===== src/design/crt_pkg.sv =====
// ----------------------------------------------------------------------------
// crt_pkg
// Shared widths, codes and types of the CRT submatrix index map.
// ----------------------------------------------------------------------------
package crt_pkg;

    localparam int MAX_DIM   = 64;
    localparam int DIM_W     = 7;
    localparam int ROW_W     = 12;
    localparam int COL_W     = 12;
    localparam int ST_W      = 2;
    localparam int DIV_W     = 2 * DIM_W;
    localparam int X_W       = 20;
    localparam int STEPS     = 4;
    localparam int K_STAGES  = ROW_W / STEPS;
    localparam int F_STAGES  = X_W / STEPS;
    localparam int PIPE_DEPTH = K_STAGES + 1 + F_STAGES + 1;
    localparam int CFG_IDX_W = 8;

    localparam logic [ST_W-1:0] ST_OK      = 2'd0;
    localparam logic [ST_W-1:0] ST_SIZE    = 2'd1;
    localparam logic [ST_W-1:0] ST_COPRIME = 2'd2;
    localparam logic [ST_W-1:0] ST_RANGE   = 2'd3;

    localparam logic [CFG_IDX_W-1:0] REG_DIM_N = 8'd0;
    localparam logic [CFG_IDX_W-1:0] REG_DIM_M = 8'd1;
    localparam logic [CFG_IDX_W-1:0] REG_SUB_K = 8'd2;
    localparam logic [CFG_IDX_W-1:0] REG_SUB_L = 8'd3;

    typedef struct packed {
        logic             busy;
        logic [ST_W-1:0]  status;
        logic [DIM_W-1:0] sub_k;
        logic [DIM_W-1:0] sub_l;
        logic [DIV_W-1:0] nm;
        logic [DIV_W-1:0] kl;
        logic [DIV_W-1:0] coef_a;
        logic [DIV_W-1:0] coef_b;
    } crt_cfg_t;

    typedef struct packed {
        logic [DIV_W-1:0] rem;
        logic [X_W-1:0]   x;
    } crt_mod_t;

endpackage


===== src/design/crt_bezout.sv =====
// ----------------------------------------------------------------------------
// crt_bezout
// Configuration registers and the sequencer that derives the CRT weights.
// ----------------------------------------------------------------------------
module crt_bezout
    import crt_pkg::*;
(
    input  logic                 clk,
    input  logic                 rst_n,
    input  logic                 cfg_valid,
    output logic                 cfg_ready,
    input  logic [CFG_IDX_W-1:0] cfg_index,
    input  logic [DIM_W-1:0]     cfg_data,
    output crt_cfg_t             cfg
);

    localparam logic [2:0] S_IDLE = 3'd0;
    localparam logic [2:0] S_LOAD = 3'd1;
    localparam logic [2:0] S_RED  = 3'd2;
    localparam logic [2:0] S_SRCH = 3'd3;
    localparam logic [2:0] S_FIN  = 3'd4;

    localparam logic [DIM_W:0] CNT_LAST = {1'b0, {DIM_W{1'b1}}};

    logic [2:0]       state_reg, state_next;
    logic [DIM_W-1:0] n_reg, n_next, m_reg, m_next, k_reg, k_next, l_reg, l_next;
    logic [DIM_W-1:0] mm_reg, mm_next, nn_reg, nn_next, ll_reg, ll_next;
    logic [DIM_W-1:0] acc_a_reg, acc_a_next, acc_b_reg, acc_b_next;
    logic [DIM_W-1:0] acc_c_reg, acc_c_next;
    logic [DIM_W-1:0] xa_reg, xa_next, yb_reg, yb_next;
    logic             fa_reg, fa_next, fb_reg, fb_next, fc_reg, fc_next;
    logic [DIM_W:0]   cnt_reg, cnt_next;
    logic [ST_W-1:0]  st_reg, st_next;
    logic [DIV_W-1:0] nm_reg, nm_next, kl_reg, kl_next;
    logic [DIV_W-1:0] ca_reg, ca_next, cb_reg, cb_next;
    logic [DIM_W-1:0] tgt_n, tgt_m, tgt_k;
    logic             size_bad;

    function automatic logic [DIM_W-1:0] add_mod(input logic [DIM_W-1:0] a,
                                                 input logic [DIM_W-1:0] b,
                                                 input logic [DIM_W-1:0] d);
        logic [DIM_W:0] s;
        s = {1'b0, a} + {1'b0, b};
        if (s >= {1'b0, d})
        begin
            s = s - {1'b0, d};
        end
        return s[DIM_W-1:0];
    endfunction

    // The inverse we look for is one, except modulo one where it is zero.
    assign tgt_n = (n_reg == DIM_W'(1)) ? '0 : DIM_W'(1);
    assign tgt_m = (m_reg == DIM_W'(1)) ? '0 : DIM_W'(1);
    assign tgt_k = (k_reg == DIM_W'(1)) ? '0 : DIM_W'(1);

    assign size_bad = (n_reg == '0) || (m_reg == '0) || (k_reg == '0) || (l_reg == '0)
                   || (n_reg > DIM_W'(MAX_DIM)) || (m_reg > DIM_W'(MAX_DIM))
                   || (k_reg > DIM_W'(MAX_DIM)) || (l_reg > DIM_W'(MAX_DIM))
                   || (n_reg < k_reg) || (m_reg < l_reg);

    always_comb
    begin
        state_next = state_reg;
        n_next = n_reg;  m_next = m_reg;  k_next = k_reg;  l_next = l_reg;
        mm_next = mm_reg;  nn_next = nn_reg;  ll_next = ll_reg;
        acc_a_next = acc_a_reg;  acc_b_next = acc_b_reg;  acc_c_next = acc_c_reg;
        xa_next = xa_reg;  yb_next = yb_reg;
        fa_next = fa_reg;  fb_next = fb_reg;  fc_next = fc_reg;
        cnt_next = cnt_reg;
        st_next = st_reg;  nm_next = nm_reg;  kl_next = kl_reg;
        ca_next = ca_reg;  cb_next = cb_reg;

        unique case (state_reg)
            S_IDLE:
            begin
            end
            S_LOAD:
            begin
                mm_next = m_reg;
                nn_next = n_reg;
                ll_next = l_reg;
                acc_a_next = '0;
                acc_b_next = '0;
                acc_c_next = '0;
                fa_next = 1'b0;
                fb_next = 1'b0;
                fc_next = 1'b0;
                cnt_next = '0;
                state_next = S_RED;
            end
            S_RED:
            begin
                // Reduce each step size below its modulus, one subtraction a cycle.
                if (n_reg != '0 && mm_reg >= n_reg)
                begin
                    mm_next = mm_reg - n_reg;
                end
                if (m_reg != '0 && nn_reg >= m_reg)
                begin
                    nn_next = nn_reg - m_reg;
                end
                if (k_reg != '0 && ll_reg >= k_reg)
                begin
                    ll_next = ll_reg - k_reg;
                end
                if ((n_reg == '0 || mm_reg < n_reg) && (m_reg == '0 || nn_reg < m_reg)
                    && (k_reg == '0 || ll_reg < k_reg))
                begin
                    state_next = S_SRCH;
                end
            end
            S_SRCH:
            begin
                if (!fa_reg && cnt_reg < {1'b0, n_reg} && acc_a_reg == tgt_n)
                begin
                    fa_next = 1'b1;
                    xa_next = cnt_reg[DIM_W-1:0];
                end
                if (!fb_reg && cnt_reg < {1'b0, m_reg} && acc_b_reg == tgt_m)
                begin
                    fb_next = 1'b1;
                    yb_next = cnt_reg[DIM_W-1:0];
                end
                if (!fc_reg && cnt_reg < {1'b0, k_reg} && acc_c_reg == tgt_k)
                begin
                    fc_next = 1'b1;
                end
                acc_a_next = add_mod(acc_a_reg, mm_reg, n_reg);
                acc_b_next = add_mod(acc_b_reg, nn_reg, m_reg);
                acc_c_next = add_mod(acc_c_reg, ll_reg, k_reg);
                cnt_next = cnt_reg + 1'b1;
                if (cnt_reg == CNT_LAST)
                begin
                    state_next = S_FIN;
                end
            end
            S_FIN:
            begin
                nm_next = DIV_W'(n_reg) * DIV_W'(m_reg);
                kl_next = DIV_W'(k_reg) * DIV_W'(l_reg);
                ca_next = DIV_W'(m_reg) * DIV_W'(xa_reg);
                cb_next = DIV_W'(n_reg) * DIV_W'(yb_reg);
                if (size_bad)
                begin
                    st_next = ST_SIZE;
                end
                else if (!(fa_reg && fc_reg))
                begin
                    st_next = ST_COPRIME;
                end
                else
                begin
                    st_next = ST_OK;
                end
                state_next = S_IDLE;
            end
            default:
            begin
                state_next = S_IDLE;
            end
        endcase

        if (cfg_valid)
        begin
            unique case (cfg_index)
                REG_DIM_N: n_next = cfg_data;
                REG_DIM_M: m_next = cfg_data;
                REG_SUB_K: k_next = cfg_data;
                REG_SUB_L: l_next = cfg_data;
                default:
                begin
                end
            endcase
            state_next = S_LOAD;
        end
    end

    always_ff @(posedge clk or negedge rst_n)
    begin
        if (!rst_n)
        begin
            state_reg <= S_IDLE;
            n_reg <= DIM_W'(1);  m_reg <= DIM_W'(1);
            k_reg <= DIM_W'(1);  l_reg <= DIM_W'(1);
            mm_reg <= '0;  nn_reg <= '0;  ll_reg <= '0;
            acc_a_reg <= '0;  acc_b_reg <= '0;  acc_c_reg <= '0;
            xa_reg <= '0;  yb_reg <= '0;
            fa_reg <= 1'b0;  fb_reg <= 1'b0;  fc_reg <= 1'b0;
            cnt_reg <= '0;
            st_reg <= ST_OK;
            nm_reg <= DIV_W'(1);  kl_reg <= DIV_W'(1);
            ca_reg <= '0;  cb_reg <= '0;
        end
        else
        begin
            state_reg <= state_next;
            n_reg <= n_next;  m_reg <= m_next;  k_reg <= k_next;  l_reg <= l_next;
            mm_reg <= mm_next;  nn_reg <= nn_next;  ll_reg <= ll_next;
            acc_a_reg <= acc_a_next;  acc_b_reg <= acc_b_next;  acc_c_reg <= acc_c_next;
            xa_reg <= xa_next;  yb_reg <= yb_next;
            fa_reg <= fa_next;  fb_reg <= fb_next;  fc_reg <= fc_next;
            cnt_reg <= cnt_next;
            st_reg <= st_next;
            nm_reg <= nm_next;  kl_reg <= kl_next;
            ca_reg <= ca_next;  cb_reg <= cb_next;
        end
    end

    assign cfg_ready   = 1'b1;
    assign cfg.busy    = (state_reg != S_IDLE);
    assign cfg.status  = st_reg;
    assign cfg.sub_k   = k_reg;
    assign cfg.sub_l   = l_reg;
    assign cfg.nm      = nm_reg;
    assign cfg.kl      = kl_reg;
    assign cfg.coef_a  = ca_reg;
    assign cfg.coef_b  = cb_reg;

endmodule


===== src/design/crt_mod_stage.sv =====
// ----------------------------------------------------------------------------
// crt_mod_stage
// One pipeline stage of a restoring remainder unit: four bits per stage.
// ----------------------------------------------------------------------------
module crt_mod_stage
    import crt_pkg::*;
(
    input  logic             clk,
    input  logic             en,
    input  crt_mod_t         d_in,
    input  logic [DIV_W-1:0] divisor,
    output crt_mod_t         q
);

    crt_mod_t q_reg, q_next;

    always_comb
    begin
        logic [DIV_W:0]   t;
        logic [DIV_W-1:0] rem;
        logic [X_W-1:0]   x;
        rem = d_in.rem;
        x   = d_in.x;
        for (int i = 0; i < STEPS; i++)
        begin
            t = {rem, x[X_W-1]};
            x = {x[X_W-2:0], 1'b0};
            if (t >= {1'b0, divisor})
            begin
                t = t - {1'b0, divisor};
            end
            rem = t[DIV_W-1:0];
        end
        q_next.rem = rem;
        q_next.x   = x;
    end

    always_ff @(posedge clk)
    begin
        if (en)
        begin
            q_reg <= q_next;
        end
    end

    assign q = q_reg;

endmodule


===== src/design/crt_submatrix_index_map.sv =====
// ----------------------------------------------------------------------------
// crt_submatrix_index_map
// Maps a row index to the column of the one in a CRT selection matrix.
// ----------------------------------------------------------------------------
// Usage: write dim_n, dim_m, sub_k and sub_l through the cfg channel (index
// 0 to 3, cfg_ready is always high). Each write restarts a sequencer that
// reduces the step sizes and searches the modular inverses, one candidate
// a cycle; while it runs, row_stall is held high. Requests then enter on
// row_valid/row_index and results leave on col_valid with row_echo,
// column_index and status.
// Throughput is one request per cycle while row_stall is low. Requests
// pass three stages of r mod k and r mod l, one multiply stage, five
// stages of the final reduction mod n*m, and the output register before
// col_valid, each remainder stage resolving four quotient bits.
// When col_stall is high with a result waiting, the whole pipeline holds
// and row_stall goes high in the same cycle; nothing is dropped.
// After reset all four registers are 1 and requests are taken at once.
// ----------------------------------------------------------------------------
module crt_submatrix_index_map
    import crt_pkg::*;
(
    input  logic                 clk,
    input  logic                 rst_n,
    input  logic                 cfg_valid,
    output logic                 cfg_ready,
    input  logic [CFG_IDX_W-1:0] cfg_index,
    input  logic [DIM_W-1:0]     cfg_data,
    input  logic                 row_valid,
    output logic                 row_stall,
    input  logic [ROW_W-1:0]     row_index,
    output logic                 col_valid,
    input  logic                 col_stall,
    output logic [ROW_W-1:0]     row_echo,
    output logic [COL_W-1:0]     column_index,
    output logic [ST_W-1:0]      status
);

    crt_cfg_t cfg;
    logic     en, accept;
    logic [ST_W-1:0] st_in;

    logic [PIPE_DEPTH-1:0] vld_reg;
    logic [ROW_W-1:0]      r_reg  [PIPE_DEPTH];
    logic [ST_W-1:0]       st_reg [PIPE_DEPTH];
    logic [COL_W-1:0]      col_reg;

    crt_mod_t kd [K_STAGES+1];
    crt_mod_t ld [K_STAGES+1];
    crt_mod_t fd [F_STAGES+1];

    logic [X_W-1:0]         pa_reg, pb_reg;
    logic [DIV_W+DIM_W-1:0] pa_full, pb_full;
    logic [X_W-1:0]         sum;

    crt_bezout u_bezout (
        .clk       (clk),
        .rst_n     (rst_n),
        .cfg_valid (cfg_valid),
        .cfg_ready (cfg_ready),
        .cfg_index (cfg_index),
        .cfg_data  (cfg_data),
        .cfg       (cfg)
    );

    assign en        = !(vld_reg[PIPE_DEPTH-1] && col_stall);
    assign row_stall = !en || cfg.busy;
    assign accept    = row_valid && !row_stall;

    always_comb
    begin
        if (cfg.status != ST_OK)
        begin
            st_in = cfg.status;
        end
        else if ({{(DIV_W-ROW_W){1'b0}}, row_index} >= cfg.kl)
        begin
            st_in = ST_RANGE;
        end
        else
        begin
            st_in = ST_OK;
        end
    end

    assign kd[0].rem = '0;
    assign kd[0].x   = {row_index, {(X_W-ROW_W){1'b0}}};
    assign ld[0]     = kd[0];

    for (genvar i = 0; i < K_STAGES; i++)
    begin : g_rk
        crt_mod_stage u_mk (
            .clk     (clk),
            .en      (en),
            .d_in    (kd[i]),
            .divisor ({{(DIV_W-DIM_W){1'b0}}, cfg.sub_k}),
            .q       (kd[i+1])
        );
        crt_mod_stage u_ml (
            .clk     (clk),
            .en      (en),
            .d_in    (ld[i]),
            .divisor ({{(DIV_W-DIM_W){1'b0}}, cfg.sub_l}),
            .q       (ld[i+1])
        );
    end

    assign pa_full = kd[K_STAGES].rem[DIM_W-1:0] * cfg.coef_a;
    assign pb_full = ld[K_STAGES].rem[DIM_W-1:0] * cfg.coef_b;

    always_ff @(posedge clk)
    begin
        if (en)
        begin
            pa_reg <= pa_full[X_W-1:0];
            pb_reg <= pb_full[X_W-1:0];
        end
    end

    // With valid dimensions both products stay below 2^18, so the sum cannot overflow.
    assign sum      = pa_reg + pb_reg;
    assign fd[0].rem = '0;
    assign fd[0].x   = sum;

    for (genvar j = 0; j < F_STAGES; j++)
    begin : g_fm
        crt_mod_stage u_mf (
            .clk     (clk),
            .en      (en),
            .d_in    (fd[j]),
            .divisor (cfg.nm),
            .q       (fd[j+1])
        );
    end

    always_ff @(posedge clk or negedge rst_n)
    begin
        if (!rst_n)
        begin
            vld_reg <= '0;
        end
        else if (en)
        begin
            vld_reg <= {vld_reg[PIPE_DEPTH-2:0], accept};
        end
    end

    always_ff @(posedge clk)
    begin
        if (en)
        begin
            r_reg[0]  <= row_index;
            st_reg[0] <= st_in;
            for (int p = 1; p < PIPE_DEPTH; p++)
            begin
                r_reg[p]  <= r_reg[p-1];
                st_reg[p] <= st_reg[p-1];
            end
            col_reg <= (st_reg[PIPE_DEPTH-2] == ST_OK) ? fd[F_STAGES].rem[COL_W-1:0] : '0;
        end
    end

    assign col_valid    = vld_reg[PIPE_DEPTH-1];
    assign row_echo     = r_reg[PIPE_DEPTH-1];
    assign status       = st_reg[PIPE_DEPTH-1];
    assign column_index = col_reg;

    a_err_col_zero: assert property (@(posedge clk) disable iff (!rst_n)
        (col_valid && status != ST_OK) |-> (column_index == '0))
        else $error("column not zero on an error result");

    a_col_in_range: assert property (@(posedge clk) disable iff (!rst_n)
        (col_valid && status == ST_OK) |-> ({{(DIV_W-COL_W){1'b0}}, column_index} < cfg.nm))
        else $error("column beyond n*m");

    a_row_in_range: assert property (@(posedge clk) disable iff (!rst_n)
        (col_valid && status == ST_OK) |-> ({{(DIV_W-ROW_W){1'b0}}, row_echo} < cfg.kl))
        else $error("ok status on a row beyond k*l");

    a_busy_stall: assert property (@(posedge clk) disable iff (!rst_n)
        cfg.busy |-> row_stall)
        else $error("request taken while weights are being derived");

endmodule


===== config.mk =====
export PLATFORM = sky130hd
export DESIGN_NAME = crt_submatrix_index_map
export DESIGN_NICKNAME = d
export VERILOG_FILES = /design/src/design/crt_pkg.sv /design/src/design/crt_bezout.sv /design/src/design/crt_mod_stage.sv /design/src/design/crt_submatrix_index_map.sv
export SDC_FILE = /design/constraint.sdc
export NUM_CORES = 2
export LEC_CHECK = 0
export ABC_CLOCK_PERIOD_IN_PS = 40500
export BUFFER_PORTS_ARGS = -buffer_cell sky130_fd_sc_hd__buf_2
export CORE_MARGIN = 1.5
export CORE_UTILIZATION = 52
export CTS_CLUSTER_SIZE = 14
export DETAILED_ROUTE_END_ITERATION = 6
export PLACE_DENSITY_LB_ADDON = 0.25
export SYNTH_ARGS = -nofsm -noshare
export SYNTH_HDL_FRONTEND = slang
export SYNTH_SLANG_ARGS = --single-unit

===== constraint.sdc =====
create_clock -name clk -period 40.5 [get_ports clk]
set_input_delay 0 -clock clk [delete_from_list [all_inputs] [get_ports clk]]
set_output_delay 0 -clock clk [all_outputs]
set_load 0.01 [all_outputs]

==> impl_metrics.json <==
{
  "fp.dieW_um": 340.0,
  "fill_cells": 10090,
  "boundaryPins": 61,
  "min-delay-start": "cfg_valid",
  "synth_edf_count": 370,
  "synth_cell_types": 106,
  "syn_inst": 6578,
  "initial_utilization_pct": 52.50,
  "core_sq_um": 112500,
  "drt_wl_total_um": 146400,
  "hold_viol_final": 0,
  "reg2reg_slack_ns": 25.59,
  "cap_violations": 0,
  "regToRegEndpoint": "g_fm[0].u_mf.q[21]",
  "cts_made_buffers": 70,
  "fin_skew_ns": 0.02600,
  "worstMarginPinSlew_ns": 1.218,
  "rows": 123,
  "critPathMaxFanout": 17,
  "clockBufferDepth": 3,
  "avgSynthCellArea_sq_um": 8.979,
  "yosysSeqAreaShare_pct": 25.86,
  "synth_top_area_cell": "edfxtp_1",
  "async_reset_ff_share_pct": 30.97,
  "die_y_um": 340.0,
  "r2r-start": "pa_reg[1]",
  "final_antenna_net_count": 0,
  "drive_gt1_share_pct": 7.608,
  "worstSetupEndpointType": "flop",
  "grt_max_degree": 102,
  "overflow": 0,
  "worstHoldPathCells": 3,
  "holdPathEnd": "u_bezout.state_reg[1]",
  "run_status": "finished, final reports clean",
  "finalCriticalPeriod_ns": 14.91,
  "arrival_ns": 15.30,
  "grt_usage_pct": 25.20,
  "hold_path.class": "in2reg",
  "die_area_sq_um": 115600,
  "gp_congestion": 0.9104,
  "post_cts_hold_buffer_count": 36,
  "slew-limit-headroom_pct": 18.21,
  "max_freq_mhz": 67.07,
  "area.growth.synth_to_final_pct": 8.006,
  "routedWlPerCell_um": 17.81,
  "cts_root_buf": "clkbuf_16",
  "cts.clk_slew.worst_paths_ns": 0.06,
  "cts.sinks": 536,
  "critPathLaunchType": "flop",
  "grt_pass1_vias": 46520,
  "yosysWarnings": 0,
  "synth_top_area_share_pct": 18.81,
  "max_stage_delay_ns": 0.83,
  "finalSetupTns_ns": 0,
  "ys_top_cells_by_area": "edfxtp_1, ha_1, fa_1",
  "clk_latency_ns": 0.66,
  "cp_slowest_cell": "o2111ai_1",
  "grt_pass1_wl_um": 239200,
  "post_cts_buffers": 0,
  "cp.required_ns": 40.89,
  "ctsResizeCount": 0,
  "rr_worst_depth": 63,
  "syn-cell-area_sq_um": 59060,
  "fin_crit_sh_pct": 36.82,
  "synth_ff_type": "edfxtp_1",
  "hpwl_um": 110700,
  "nets": 7709,
  "ys_seq_elements": 536,
  "drt_first_iter_violations": 3175,
  "slew_viol_final": 0,
  "avgViaCountPerCell": 5.795,
  "cts_tree": "yes",
  "layout_commonest_cell": "ha_1",
  "layout_common_cells": "ha_1, nand2_1, inv_1",
  "largest_reg_flops": 110,
  "synth_nets": 7625,
  "setup_viol": 0,
  "htree_levels": 3,
  "rsz0062_at_grt": "no",
  "first_pass_iters": 5,
  "crit_type": "reg2reg",
  "portBuffers": 59,
  "drc": 0,
  "num_vias": 47630,
  "antenna_found_initial": 0,
  "path_common_cell": "o21ai_0"
}
per-layer routing:
| metal | global-route usage, % | vias to the layer above | share of wire [%] |
|---|---|---|---|
| met5 | 0 | - | 0 |
| met4 | 7.496 | 0 | 2.6 |
| met2 | 42.14 | 1088 | 47 |
| met3 | 2.614 | 238 | 4.8 |
| li1 | - | 23460 | - |
| met1 | 34.45 | 22840 | 46 |
worst max path at each step:
| stage | cells after the start | end | from |
|---|---|---|---|
| global route | 63 | g_fm[0].u_mf.q[21] | pa_reg[1] |
| floorplan | 61 | g_fm[4].u_mf.q[23] | u_bezout.nm_reg[1] |
| global placement | 63 | g_fm[0].u_mf.q[21] | pa_reg[1] |
| finish | 63 | g_fm[0].u_mf.q[21] | pa_reg[1] |
| detailed placement | 63 | g_fm[0].u_mf.q[28] | pa_reg[1] |
| CTS | 63 | g_fm[0].u_mf.q[23] | pa_reg[1] |
cell usage after synthesis, drive strengths merged, types with 25 or more instances:
cell type,instances
ha,752
nand2,679
inv,640
a21oi,450
o21ai,444
nor2,422
edfxtp,370
xnor2,320
fa,263
mux2,213
and2,169
a21o,163
dfrtp,160
clkbuf,131
nor2b,126
xor2,120
nor3,104
nand2b,100
nand3,93
o21bai,92
nand4,89
a21boi,58
mux2i,55
o31ai,47
o21a,40
a211oi,36
nor4,34
or3,32
or2,25
metrics by stage:
step / area [sq um] / instances / worst slack (ns) / hold WS [ns] / utilization, %
after CTS: 63790 / 8217 / 25.64 / 0.1300 / 56.70
after global routing: 63790 / 8217 / 24.01 / 0.1701 / 56.70
final: 63790 / 8219 / 25.59 / 0.1751 / 56.70
after floorplan: 59060 / 6578 / 27.03 / -0.2956 / -
after detailed placement: 61180 / 8054 / 25.69 / -0.03087 / 54.38
after global placement: 61180 / 8054 / 26.12 / -0.02657 / 54.38
kinds of logic (layout without fill, tap and decap cells):
| logic type | Yosys count | after routing | synth area share, % |
|---|---|---|---|
| muxes | 268 | 268 | 4.993 |
| DFF | 536 | 536 | 25.86 |
| other | 1 | 3 | 0.006349 |
| AOI/OAI and AO/OA | 1547 | 1547 | 16.36 |
| adders and majority gates | 1015 | 1015 | 24.84 |
| xor gates and xnor gates | 440 | 440 | 6.525 |
| and+or+nand+nor | 1984 | 1984 | 16.38 |
| buffers and inverters | 787 | 926 | 5.040 |
critical path, delay by kind of cell, from the launching register on:
| family | cells | cell delay, ns |
|---|---|---|
| AOI/OAI and AO/OA | 43 | 9.23 |
| adders and majority gates | 6 | 1.66 |
| muxes | 4 | 1.50 |
| and+or+nand+nor | 5 | 0.98 |
| buffers and inverters | 4 | 0.64 |
| DFF | 1 | 0.39 |
| xor gates and xnor gates | 1 | 0.23 |
layout make-up:
type | count | area (sq um) | area share [%]
Antenna cell | 2 | 5.005 | 0.007846
Multi-Input combinational cell | 5255 | 40850 | 64.03
Clock inverter | 40 | 382.9 | 0.6002
Clock buffer | 87 | 1846 | 2.893
Timing Repair Buffer | 159 | 1160 | 1.818
Sequential cell | 536 | 15270 | 23.94
Tap cell | 1500 | 1877 | 2.942
Inverter | 640 | 2402 | 3.766
Power is not shown: default switching activity piles up to over one toggle a cycle in this logic, so the estimate is an artifact.
